File: src/rtl/mva_pkg.sv
// ----------------------------------------------------------------------------
// mva_pkg
// Types and constants shared by the voice allocator and its checker.
// ----------------------------------------------------------------------------
package mva_pkg;

    typedef enum logic [1:0] {
        ST_IDLE,
        ST_SCAN,
        ST_FLUSH
    } t_state;

    typedef enum logic {
        OP_NOTE_ON,
        OP_RELEASE
    } t_op;

    localparam logic [3:0] MSG_NOTE_ON    = 4'h9;
    localparam logic [3:0] MSG_NOTE_OFF   = 4'h8;
    localparam logic [3:0] MSG_CONTROL    = 4'hb;
    localparam logic [6:0] CTL_ALL_SOUND  = 7'h78;
    localparam logic [6:0] CTL_MODE_FIRST = 7'h7c;
    localparam logic [6:0] FULL_VELOCITY  = 7'd127;
    localparam logic [5:0] MAX_RESULTS    = 6'd32;
    localparam logic [31:0] FADE_RESET    = 32'd24000;

    localparam logic KIND_START   = 1'b0;
    localparam logic KIND_RELEASE = 1'b1;

endpackage

File: src/rtl/midi_voice_allocator.sv
// ----------------------------------------------------------------------------
// midi_voice_allocator
// Voice table for MIDI channel messages: note on takes a voice, note off,
// all-sound-off and channel mode messages release voices, one result per voice change.
// ----------------------------------------------------------------------------
//  channel | direction | tdata                               | tuser        | tlast
//  s       | in        | data_first, data_second, event_time | status_byte  | -
//  m       | out       | voice_slot, key_number, velocity_out| change_kind  | last_of_run
//  cfg     | in        | fade_samples (write only)           | -            | -
//
//  Note on and release: not ready for another message until one scan over the voice
//  memory, through a single read port, one 33-bit add/compare and one 32-bit compare,
//  has finished and its last result, if any, is loaded. Other messages are accepted and dropped.
//  Output stalls hold the scan only when a second result is ready to leave.
//  Reset clears held and used flags at once; no clearing pass.
// ----------------------------------------------------------------------------
module midi_voice_allocator #(
    parameter int VOICE_COUNT = 32
) (
    input  logic        i_clk,
    input  logic        i_rst_n,
    input  logic        i_cfg_we,
    input  logic [31:0] i_cfg_wdata,
    input  logic        i_s_tvalid,
    output logic        o_s_tready,
    input  logic [47:0] i_s_tdata,   // data_first[6:0], data_second[13:7], event_time[45:14]
    input  logic [7:0]  i_s_tuser,   // status_byte[7:0]
    output logic        o_m_tvalid,
    input  logic        i_m_tready,
    output logic [23:0] o_m_tdata,   // voice_slot[4:0], key_number[11:5], velocity_out[18:12]
    output logic [0:0]  o_m_tuser,   // change_kind[0]
    output logic        o_m_tlast
);
    import mva_pkg::*;

    localparam int AW = (VOICE_COUNT > 1) ? $clog2(VOICE_COUNT) : 1;

    t_state          r_state, n_state;
    t_op             r_op, n_op;
    logic            r_all, n_all;
    logic [6:0]      r_key, n_key;
    logic [6:0]      r_vel, n_vel;
    logic [31:0]     r_now, n_now;
    logic [31:0]     r_fade;
    logic [AW-1:0]   r_addr, n_addr;
    logic            r_addr_done, n_addr_done;
    logic            r_pend, n_pend;
    logic [AW-1:0]   r_ridx, n_ridx;
    logic [6:0]      r_rd_key;
    logic [31:0]     r_rd_time;
    logic [VOICE_COUNT-1:0] r_held, n_held;
    logic [VOICE_COUNT-1:0] r_ever, n_ever;
    logic            r_a_found, n_a_found;
    logic [AW-1:0]   r_a_idx, n_a_idx;
    logic            r_b_found, n_b_found;
    logic [AW-1:0]   r_b_idx, n_b_idx;
    logic            r_hold_vld, n_hold_vld;
    logic [AW-1:0]   r_hold_slot, n_hold_slot;
    logic [6:0]      r_hold_key, n_hold_key;
    logic [5:0]      r_cnt, n_cnt;
    logic            r_out_vld, n_out_vld;
    logic [4:0]      r_out_slot, n_out_slot;
    logic [6:0]      r_out_key, n_out_key;
    logic [6:0]      r_out_vel, n_out_vel;
    logic            r_out_kind, n_out_kind;
    logic            r_out_last, n_out_last;

    logic [38:0]     r_mem [VOICE_COUNT];
    logic            mem_we;
    logic [AW-1:0]   mem_waddr;
    logic [38:0]     mem_wdata;
    logic            rd_en;

    logic [32:0]     fade_sum;
    logic            fade_ok;
    logic            rel_ok;
    logic            load_ok;
    logic            match;
    logic            take;
    logic            stall;
    logic            s_xfer;
    logic [3:0]      msg_type;
    logic [6:0]      in_d1;
    logic [AW-1:0]   pick;

    assign fade_sum = {1'b0, r_rd_time} + {1'b0, r_fade};
    assign fade_ok  = fade_sum < {1'b0, r_now};
    assign rel_ok   = r_rd_time <= r_now;
    assign load_ok  = !r_out_vld || i_m_tready;
    assign s_xfer   = i_s_tvalid && o_s_tready;
    assign msg_type = i_s_tuser[7:4];
    assign in_d1    = i_s_tdata[6:0];
    assign match    = r_pend && (r_op == OP_RELEASE) && r_held[r_ridx]
                      && (r_all || (r_rd_key == r_key));
    assign take     = match && (r_cnt < MAX_RESULTS);
    assign stall    = take && r_hold_vld && !load_ok;
    assign pick     = r_a_found ? r_a_idx : (r_b_found ? r_b_idx : '0);

    assign o_s_tready = (r_state == ST_IDLE);
    assign o_m_tvalid = r_out_vld;
    assign o_m_tdata  = {5'd0, r_out_vel, r_out_key, r_out_slot};
    assign o_m_tuser  = r_out_kind;
    assign o_m_tlast  = r_out_last;

    always_comb begin
        n_state     = r_state;
        n_op        = r_op;
        n_all       = r_all;
        n_key       = r_key;
        n_vel       = r_vel;
        n_now       = r_now;
        n_addr      = r_addr;
        n_addr_done = r_addr_done;
        n_pend      = r_pend;
        n_ridx      = r_ridx;
        n_held      = r_held;
        n_ever      = r_ever;
        n_a_found   = r_a_found;
        n_a_idx     = r_a_idx;
        n_b_found   = r_b_found;
        n_b_idx     = r_b_idx;
        n_hold_vld  = r_hold_vld;
        n_hold_slot = r_hold_slot;
        n_hold_key  = r_hold_key;
        n_cnt       = r_cnt;
        n_out_vld   = r_out_vld;
        n_out_slot  = r_out_slot;
        n_out_key   = r_out_key;
        n_out_vel   = r_out_vel;
        n_out_kind  = r_out_kind;
        n_out_last  = r_out_last;
        mem_we      = 1'b0;
        mem_waddr   = r_ridx;
        mem_wdata   = {r_now, r_rd_key};
        rd_en       = 1'b0;

        if (r_out_vld && i_m_tready) begin
            n_out_vld = 1'b0;
        end

        case (r_state)
            ST_IDLE: begin
                if (s_xfer) begin
                    n_key       = in_d1;
                    n_vel       = i_s_tdata[13:7];
                    n_now       = i_s_tdata[45:14];
                    n_addr      = '0;
                    n_addr_done = 1'b0;
                    n_pend      = 1'b0;
                    n_a_found   = 1'b0;
                    n_b_found   = 1'b0;
                    n_hold_vld  = 1'b0;
                    n_cnt       = '0;
                    n_all       = 1'b0;
                    if (msg_type == MSG_NOTE_ON) begin
                        n_op    = OP_NOTE_ON;
                        n_state = ST_SCAN;
                    end else if (msg_type == MSG_NOTE_OFF) begin
                        n_op    = OP_RELEASE;
                        n_state = ST_SCAN;
                    end else if (msg_type == MSG_CONTROL &&
                                 (in_d1 == CTL_ALL_SOUND || in_d1 >= CTL_MODE_FIRST)) begin
                        n_op    = OP_RELEASE;
                        n_all   = 1'b1;
                        n_vel   = FULL_VELOCITY;
                        n_state = ST_SCAN;
                    end
                end
            end
            ST_SCAN: begin
                if (!stall) begin
                    if (take) begin
                        if (r_hold_vld) begin
                            n_out_vld  = 1'b1;
                            n_out_kind = KIND_RELEASE;
                            n_out_slot = 5'(r_hold_slot);
                            n_out_key  = r_hold_key;
                            n_out_vel  = r_vel;
                            n_out_last = 1'b0;
                        end
                        n_hold_vld  = 1'b1;
                        n_hold_slot = r_ridx;
                        n_hold_key  = r_rd_key;
                        n_cnt       = r_cnt + 6'd1;
                    end
                    if (match) begin
                        n_held[r_ridx] = 1'b0;
                        mem_we         = 1'b1;
                    end
                    if (r_pend && r_op == OP_NOTE_ON && !r_held[r_ridx]) begin
                        if (!r_a_found && (!r_ever[r_ridx] || fade_ok)) begin
                            n_a_found = 1'b1;
                            n_a_idx   = r_ridx;
                        end
                        if (!r_b_found && (!r_ever[r_ridx] || rel_ok)) begin
                            n_b_found = 1'b1;
                            n_b_idx   = r_ridx;
                        end
                    end
                    if (!r_addr_done) begin
                        rd_en  = 1'b1;
                        n_pend = 1'b1;
                        n_ridx = r_addr;
                        if (r_addr == AW'(VOICE_COUNT - 1)) begin
                            n_addr_done = 1'b1;
                        end else begin
                            n_addr = r_addr + AW'(1);
                        end
                    end else begin
                        n_pend = 1'b0;
                        if (!r_pend) begin
                            n_state = ST_FLUSH;
                        end
                    end
                end
            end
            ST_FLUSH: begin
                if (r_op == OP_RELEASE && !r_hold_vld) begin
                    n_state = ST_IDLE;
                end else if (load_ok) begin
                    n_out_vld  = 1'b1;
                    n_out_last = 1'b1;
                    n_out_vel  = r_vel;
                    n_state    = ST_IDLE;
                    if (r_op == OP_RELEASE) begin
                        n_out_kind = KIND_RELEASE;
                        n_out_slot = 5'(r_hold_slot);
                        n_out_key  = r_hold_key;
                        n_hold_vld = 1'b0;
                    end else begin
                        n_out_kind   = KIND_START;
                        n_out_slot   = 5'(pick);
                        n_out_key    = r_key;
                        n_held[pick] = 1'b1;
                        n_ever[pick] = 1'b1;
                        mem_we       = 1'b1;
                        mem_waddr    = pick;
                        mem_wdata    = {r_now, r_key};
                    end
                end
            end
            default: begin
                n_state = ST_IDLE;
            end
        endcase
    end

    always_ff @(posedge i_clk) begin
        if (!i_rst_n) begin
            r_state    <= ST_IDLE;
            r_held     <= '0;
            r_ever     <= '0;
            r_out_vld  <= 1'b0;
            r_hold_vld <= 1'b0;
            r_pend     <= 1'b0;
            r_fade     <= FADE_RESET;
        end else begin
            r_state    <= n_state;
            r_held     <= n_held;
            r_ever     <= n_ever;
            r_out_vld  <= n_out_vld;
            r_hold_vld <= n_hold_vld;
            r_pend     <= n_pend;
            if (i_cfg_we) begin
                r_fade <= i_cfg_wdata;
            end
        end
    end

    always_ff @(posedge i_clk) begin
        r_op        <= n_op;
        r_all       <= n_all;
        r_key       <= n_key;
        r_vel       <= n_vel;
        r_now       <= n_now;
        r_addr      <= n_addr;
        r_addr_done <= n_addr_done;
        r_ridx      <= n_ridx;
        r_a_found   <= n_a_found;
        r_a_idx     <= n_a_idx;
        r_b_found   <= n_b_found;
        r_b_idx     <= n_b_idx;
        r_hold_slot <= n_hold_slot;
        r_hold_key  <= n_hold_key;
        r_cnt       <= n_cnt;
        r_out_slot  <= n_out_slot;
        r_out_key   <= n_out_key;
        r_out_vel   <= n_out_vel;
        r_out_kind  <= n_out_kind;
        r_out_last  <= n_out_last;
    end

    always_ff @(posedge i_clk) begin
        if (mem_we) begin
            r_mem[mem_waddr] <= mem_wdata;
        end
    end

    always_ff @(posedge i_clk) begin
        if (rd_en) begin
            r_rd_key  <= r_mem[r_addr][6:0];
            r_rd_time <= r_mem[r_addr][38:7];
        end
    end

endmodule

File: config.mk
export PLATFORM = sky130hd
export DESIGN_NAME = midi_voice_allocator
export DESIGN_NICKNAME = d
export VERILOG_FILES = /design/src/rtl/mva_pkg.sv /design/src/rtl/midi_voice_allocator.sv
export SDC_FILE = /design/constraint.sdc
export NUM_CORES = 2
export LEC_CHECK = 0
export BUFFER_PORTS_ARGS = -buffer_cell sky130_fd_sc_hd__buf_2
export CAP_MARGIN = 20
export CORE_UTILIZATION = 55
export DETAILED_ROUTE_END_ITERATION = 10
export PLACE_DENSITY = 0.74
export SLEW_MARGIN = 20
export SYNTH_ARGS = -nofsm -noshare
export SYNTH_HDL_FRONTEND = slang
export SYNTH_SLANG_ARGS = --single-unit
File: constraint.sdc
create_clock -name i_clk -period 5.35 [get_ports i_clk]
set_clock_uncertainty 0.05 [all_clocks]
set_input_delay 0.2675 -clock i_clk [delete_from_list [all_inputs] [get_ports i_clk]]
set_output_delay 0.2675 -clock i_clk [all_outputs]
set_load 0.01 [all_outputs]
After elaboration in Yosys (flattened, before gate mapping)
Memory sizes are Yosys's and may differ from the RTL's. A register that Yosys moved wholly into a read port is not among the register bits.
Cells that the tools add are included.
- register bits: 211
- RAM bits: 1248
- bits of input ports: 93
- output and inout port bits: 28
- word-level logic and storage cells: 244
- memories: 1
- add/subtract/negate cells: 3
- order comparisons: 8
- equality and inequality tests: 26
- muxes and demuxes: 121
- bitwise logic cells: 8
- reduce and logical (&&, ||, !) cells: 50
- memories (memory ; depth ; width ; rd ports ; clocked after Yosys merged registers in ; write ports ; RTL line ; source):
    r_mem ; 32 ; 39 ; 1 ; 1 ; 1 ; midi_voice_allocator.sv:68 ; logic [38:0] r_mem [VOICE_COUNT];
- operator list (kind ; number):
    $mux W32 ; 5
    $mux W7 ; 18
    $mux W5 ; 16
    $or A32 B32 Y32 ; 2
    $pmux W32 S2 ; 1
    $mux W1 ; 50
    $add A32 B32 Y33 ; 1
    $lt A33 B32 Y1 ; 1
    $and A32 B32 Y32 ; 1
    $le A32 B32 Y1 ; 1
    $not A32 Y32 ; 1
    $ne A2 B2 Y1 const B ; 15
    $pmux W7 S2 ; 2
    $pmux W5 S2 ; 2
    $mux W2 ; 9
    $mux W6 ; 3
    $reduce_and A6 Y1 ; 3
    $logic_and A1 B1 Y1 ; 16
    $pmux W1 S2 ; 8
    $reduce_and A4 Y1 ; 4
    $reduce_and A5 Y1 ; 3
    $eq A4 B4 Y1 const B ; 3
    $lt A5 B6 Y1 const B ; 2
    $pmux W6 S2 ; 1
    27 further kinds ; 48

Longest topological paths before layout
- depth in word-level cells: 11
- depth in mapped cells: 20
- depth with buffers taken out: 20

Worst setup path before layout
No wires, ideal clock.
- path type: reg2reg
- from: reg r_ridx[0]
- to: reg r_rd_key[0], read port of r_mem, enable pin
- setup time: 500 ps
- arrival: 4814 ps
- data required time: 4800 ps
- slack: -14 ps
- stages on the path, launching flop included: 9
- buffers on the path: 1
- clock period less this slack: 5364 ps
- cells stage by stage: edfxtp_1 -> buf_6 -> mux4_1 -> a22oi_1 -> and4_4 -> nor4_1 -> nand2_1 -> nor2_1 -> nor3_1
- longest elaborated chain between the ends: 9
- RTL lines (what ; RTL line ; source):
    start, declared ; midi_voice_allocator.sv:48 ; logic [AW-1:0] r_ridx, n_ridx;
    start signal, assigned ; midi_voice_allocator.sv:278 ; r_ridx <= n_ridx;
    $bmux W1 S5 ; midi_voice_allocator.sv:93 ; assign match = r_pend && (r_op == OP_RELEASE) && r_held[r_ridx]
    $mux W1 (not written as such) ; midi_voice_allocator.sv:93 ;
    $logic_and A1 B1 Y1 ; midi_voice_allocator.sv:93 ;
    $logic_and A1 B1 Y1 ; midi_voice_allocator.sv:94 ; && (r_all || (r_rd_key == r_key));
    $logic_and A1 B1 Y1 ; midi_voice_allocator.sv:95 ; assign take = match && (r_cnt < MAX_RESULTS);
    $logic_and A1 B1 Y1 (2 in a row) ; midi_voice_allocator.sv:96 ; assign stall = take && r_hold_vld && !load_ok;
    $mux W1 ; midi_voice_allocator.sv:171 ; if (!stall) begin
    $mux W1 ; midi_voice_allocator.sv:141 ; case (r_state)
    named net rd_en ; midi_voice_allocator.sv:72 ; logic rd_en;
    end, declared ; midi_voice_allocator.sv:49 ; logic [6:0] r_rd_key;
The timed path passes the listed nets, and every way through them passes these cells. The select of a mux whose other input is x is not followed.
A chain may end at the register's enable or synchronous reset.

Worst setup path after layout
- from: reg r_rd_time[0], read port of r_mem
- to: reg r_a_idx[1], enable pin
- longest elaborated chain between the ends: 5
- RTL lines (what ; RTL line ; source):
    start, declared ; midi_voice_allocator.sv:50 ; logic [31:0] r_rd_time;
    $add A32 B32 Y33 ; midi_voice_allocator.sv:86 ; assign fade_sum = {1'b0, r_rd_time} + {1'b0, r_fade};
    $lt A33 B32 Y1 ; midi_voice_allocator.sv:87 ; assign fade_ok = fade_sum < {1'b0, r_now};
    $logic_or A1 B1 Y1 ; midi_voice_allocator.sv:191 ; if (!r_a_found && (!r_ever[r_ridx] || fade_ok)) begin
    $logic_and A1 B1 Y1 ; midi_voice_allocator.sv:191 ;
    $reduce_and A4 Y1 (no source line) ; n/a ;
    end signal, assigned ; midi_voice_allocator.sv:280 ; r_a_idx <= n_a_idx;
    end, declared ; midi_voice_allocator.sv:54 ; logic [AW-1:0] r_a_idx, n_a_idx;
Every way passes these cells.

==> implementation parameters <==
Parameter                              Value

Final layout
  Number of fill cells ... 7388
  Number of nets in the layout ... 4140
  Diodes inserted ... 0
  Layout cell share with drive strength beyond 1 ... 18.7%
  Non-filler instance count after layout ... 5538
  Area grow syn2layout ... 15.3%
  Final design area excluding fillers ... 70200 µm²

Floorplanning
  Initial Utilization ... between 50% and 60%
  Overall die height ... 335 µm
  Core Rows ... 121
  Floorplan Core Area ... approximately 110000 µm²
  I/O pin total ... 121
  Overall die width ... 335 µm
  Die area ... 112000 µm²

Place
  Buffers on Ports ... 109
  Placed Instances ... 5176
  Weighted congestion at the end of routability-driven global placement ... between 0.8 and 0.9
  Post-detailed-placement cell area ... approximately 64000 µm²
  Worst slack at placement ... between 0.09 and 0.1 ns
  Detailed Place HPWL ... 86900 µm

Clock tree
  Clock tree from TritonCTS ... done
  Worst skew pair latency ... 0.78 ns
  TritonCTS Buffers ... 151
  Cell chosen for the clock root ... clkbuf_16
  Clock Pin Slew Worst Setup and Hold Paths ... 0.06 ns
  Post-CTS Setup Bufs ... 0
  Buffer levels on the longest clock path ... 3
  Clock sink total ... 1498
  H-tree level count ... 4

Global routing
  Via count of the first global-routing pass ... 34700
  Global-route congestion overflow total ... 0
  Global-route wire length before repair ... 225000 µm
  Largest net degree at the start of global routing ... 58
  Number of antenna violations at the first check in global routing ... 6
  All-layer global routing usage ... 27.6%

Synth
  Mean Syn Cell Area ... 16.7 µm²
  Synth area leader ... edfxtp_1
  Number of enable flip-flop cells after synthesis ... 1397
  Number of instances in the synthesized netlist ... 3633
  Netlist Area Pre-Place ... 60800 µm²
  Post-synthesis register bit count ... ~1500
  Ys flop type ... edfxtp_1
  Syn. warnings ... 0
  Post-synthesis sequential area ratio ... 72.3%
  Area share of the largest cell type after synthesis ... 68.9%
  Largest cells by area after synthesis ... edfxtp_1 69%, mux4_2 6.0%, mux2i_1 4.4%
  Count of different cell masters after synthesis ... 68
  Fraction of registers with async set or reset after synthesis ... 0%

Route
  Final antenna-violating net count ... 0
  Number of iterations in the first detailed-routing pass ... 6
  DR iter-0 viols ... 4445
  Detailed-route wire length ... 154000 µm
  Routed wirelength normalized by instance count ... 27.8 µm
  DR DRC count ... 0
  Via count ... around 35000
  Routed via count divided by cell count ... 6.36

Setup path
  Worst EP arrival ... 5.53 ns
  Crit path cell chain ... ha_1 -> inv_1 -> fa_1 -> nor2b_1 -> o31a_1 -> o21ai_0 -> buf_4 -> a21oi_1 -> o21ai_0 -> a21boi_0 -> nor2_1 -> xnor2_1 -> ha_1 -> a21oi_1 -> o21ai_0 -> a2111oi_1 -> and3_1 -> nand3_1 -> a22o_1 -> a21boi_0 -> buf_4
  Setup Crit Path Kind ... reg2reg
  CP Data Required Time ... 5.77 ns
  Worst Setup Start Kind ... flip-flop
  Critical Path End Type ... flip-flop
  Highest cell delay on the worst timing path ... 0.65 ns
  Worst-path cell with the longest stage delay ... a2111oi_1
  Cell seen most often among critical-path stages ... o21ai_0
  Max FO, Critical Path ... 5

Outcome
  Status ... finished clean

STA
  Highest clock rate ... 195 MHz
  Final hold slack ... slightly below 0.1 ns
  Number of hold violations in the final report ... 0
  Portion of the clock cycle consumed by the worst path in the final layout ... 95.6%
  Final critical path time including I/O delays and setup ... between 5 and 6 ns
  Worst slew margin relative to its limit ... between 10% and 20%
  Final setup slack of the worst path ... 0.235 ns
  Pins Over Slew Limit ... 0
  Setup-violating endpoint count in the final report ... 0
  Actual transition at the worst max-transition pin ... 1.21 ns

Power
  Pwr/cell area ... 380 nW/µm²
  Overall power of the completed layout ... 26.7 mW
  Worst vdd rail ir drop ... 0.358 mV
  Leakage power ... 23.5 nW

Run
  Max-cap violations ... 0

Hold path
  Worst hold-check path type ... in2reg
==> state kept, by name, indices dropped and copies added (netlist names), 6 cells and up <==
| register | flops |
|---|---|
| r_held | 32 |
| r_key | 7 |
| r_fade | 32 |
| r_rd_time | 32 |
| r_out_key | 7 |
| r_mem | 1248 |
| r_hold_key | 7 |
| r_out_vel | 7 |
| r_rd_key | 7 |
| r_cnt | 6 |
| r_ever | 32 |
| r_now | 32 |
| r_vel | 7 |
==> cells in the mapped netlist (all sizes together) (13+ instances only) <==
library cell / count
nand2: 243
nand2b: 15
clkbuf: 122
nor2b: 13
and3: 13
mux2: 85
edfxtp: 1397
buf: 64
o21ai: 185
inv: 49
nor3: 18
mux4: 172
a21o: 31
nand4: 18
xnor2: 27
o22ai: 41
a21oi: 177
o221ai: 117
o211ai: 25
dfxtp: 101
nand3: 30
mux2i: 267
ha: 102
nor2: 168
==> final cells by class <==
type                       count  area, µm²  share of cell area [%]
clock buffer                 194       4000                    5.70
tap                         1476       1850                    2.63
sequential                  1498      44000                    62.7
timing repair buffer         340       3100                    4.42
multi-input combinational   1904      16300                    23.2
inverter                      49        184                   0.262
clock inverter                77        828                    1.18
==> routing by layer <==
metal / vias to the layer above / GRT usage (%) / routed length (µm)
met3: 324 / 5.09 / 15000
met2: 1979 / 44.1 / 73300
li1: 15100 / - / -
met5: - / 0 / 13
met4: 2 / 9.50 / 4800
met1: 17800 / 38.4 / 61100
==> logic make-up (layout without fill, tap and decap cells) <==
family / after synthesis / after routing / share of synthesized area [%]
buffers and inverters: 235 / 660 / 1.51
AND/OR/NAND/NOR: 569 / 569 / 4.18
other: 1 / 5 / 0.00616
XOR/XNOR: 39 / 39 / 0.561
adder cells (fa/ha/maj): 103 / 103 / 2.13
multiplexers: 524 / 524 / 12.4
flip-flops: 1498 / 1498 / 72.3
AO/OA/AOI/OAI: 664 / 664 / 6.96
==> timing repair <==
item | in CTS | in global routing
resized for setup | 0 | 4
hold endpoints to repair | 84 | 0
endpoints found under the setup margin | 0 | 6
hold buffers | 91 | 0
==> path summary, 6_finish.rpt <==
kind,start,to,slack (ns),cells after the start
worst min register to register,r_vel[5],r_out_vel[5],0.37,0
worst min-delay path,i_rst_n,r_state[1],0.1,4
worst max register to register,r_rd_time[0],r_a_idx[1],0.23,21
worst max-delay path,r_rd_time[0],r_a_idx[1],0.23,21
==> worst max-delay path: cells and delay by family (launching register included) <==
family | cells | cell delay, ns
XOR/XNOR | 1 | 0.14
buffers and inverters | 3 | 0.41
flip-flops | 1 | 0.36
adder cells (fa/ha/maj) | 3 | 0.92
AO/OA/AOI/OAI | 10 | 2.36
AND/OR/NAND/NOR | 4 | 0.60
==> metrics by stage <==
stage               setup TNS (ns)  utilization (%)
floorplan                        0                -
finish                           0             64.2
CTS                              0             64.2
global route                -0.262             64.2
global placement                 0             58.9
detailed placement               0             59.0
==> placed cells by master (no fill, tap or decap), drive strengths merged, types with 8 or more instances in the layout <==
cell,n
o21ai,185
buf,249
nor3,18
and3,13
nand2b,15
ha,102
a211oi,9
clkbuf,194
edfxtp,1397
dfxtp,101
nand3,30
nand4,18
xor2,12
nand2,243
mux2,85
o221ai,117
or2,12
mux2i,267
inv,56
bufinv,8
o21a,11
mux4,172
a32o,8
o211ai,25
a21oi,177
clkinv,55
xnor2,27
nor2,168
dlygate4sd3,91
o22ai,41
a22oi,12
nor2b,13
a21o,31
==> where the power goes <==
part           internal (mW)  total, mW  leakage (nW)  switching, mW
clock                   5.75       10.3          2.32           4.51
combinational           1.25       3.31          7.75           2.05
sequential              13.0       13.1          13.4          0.114
total                   20.0       26.7          23.5           6.67
Power figures use the tool's default switching activity.
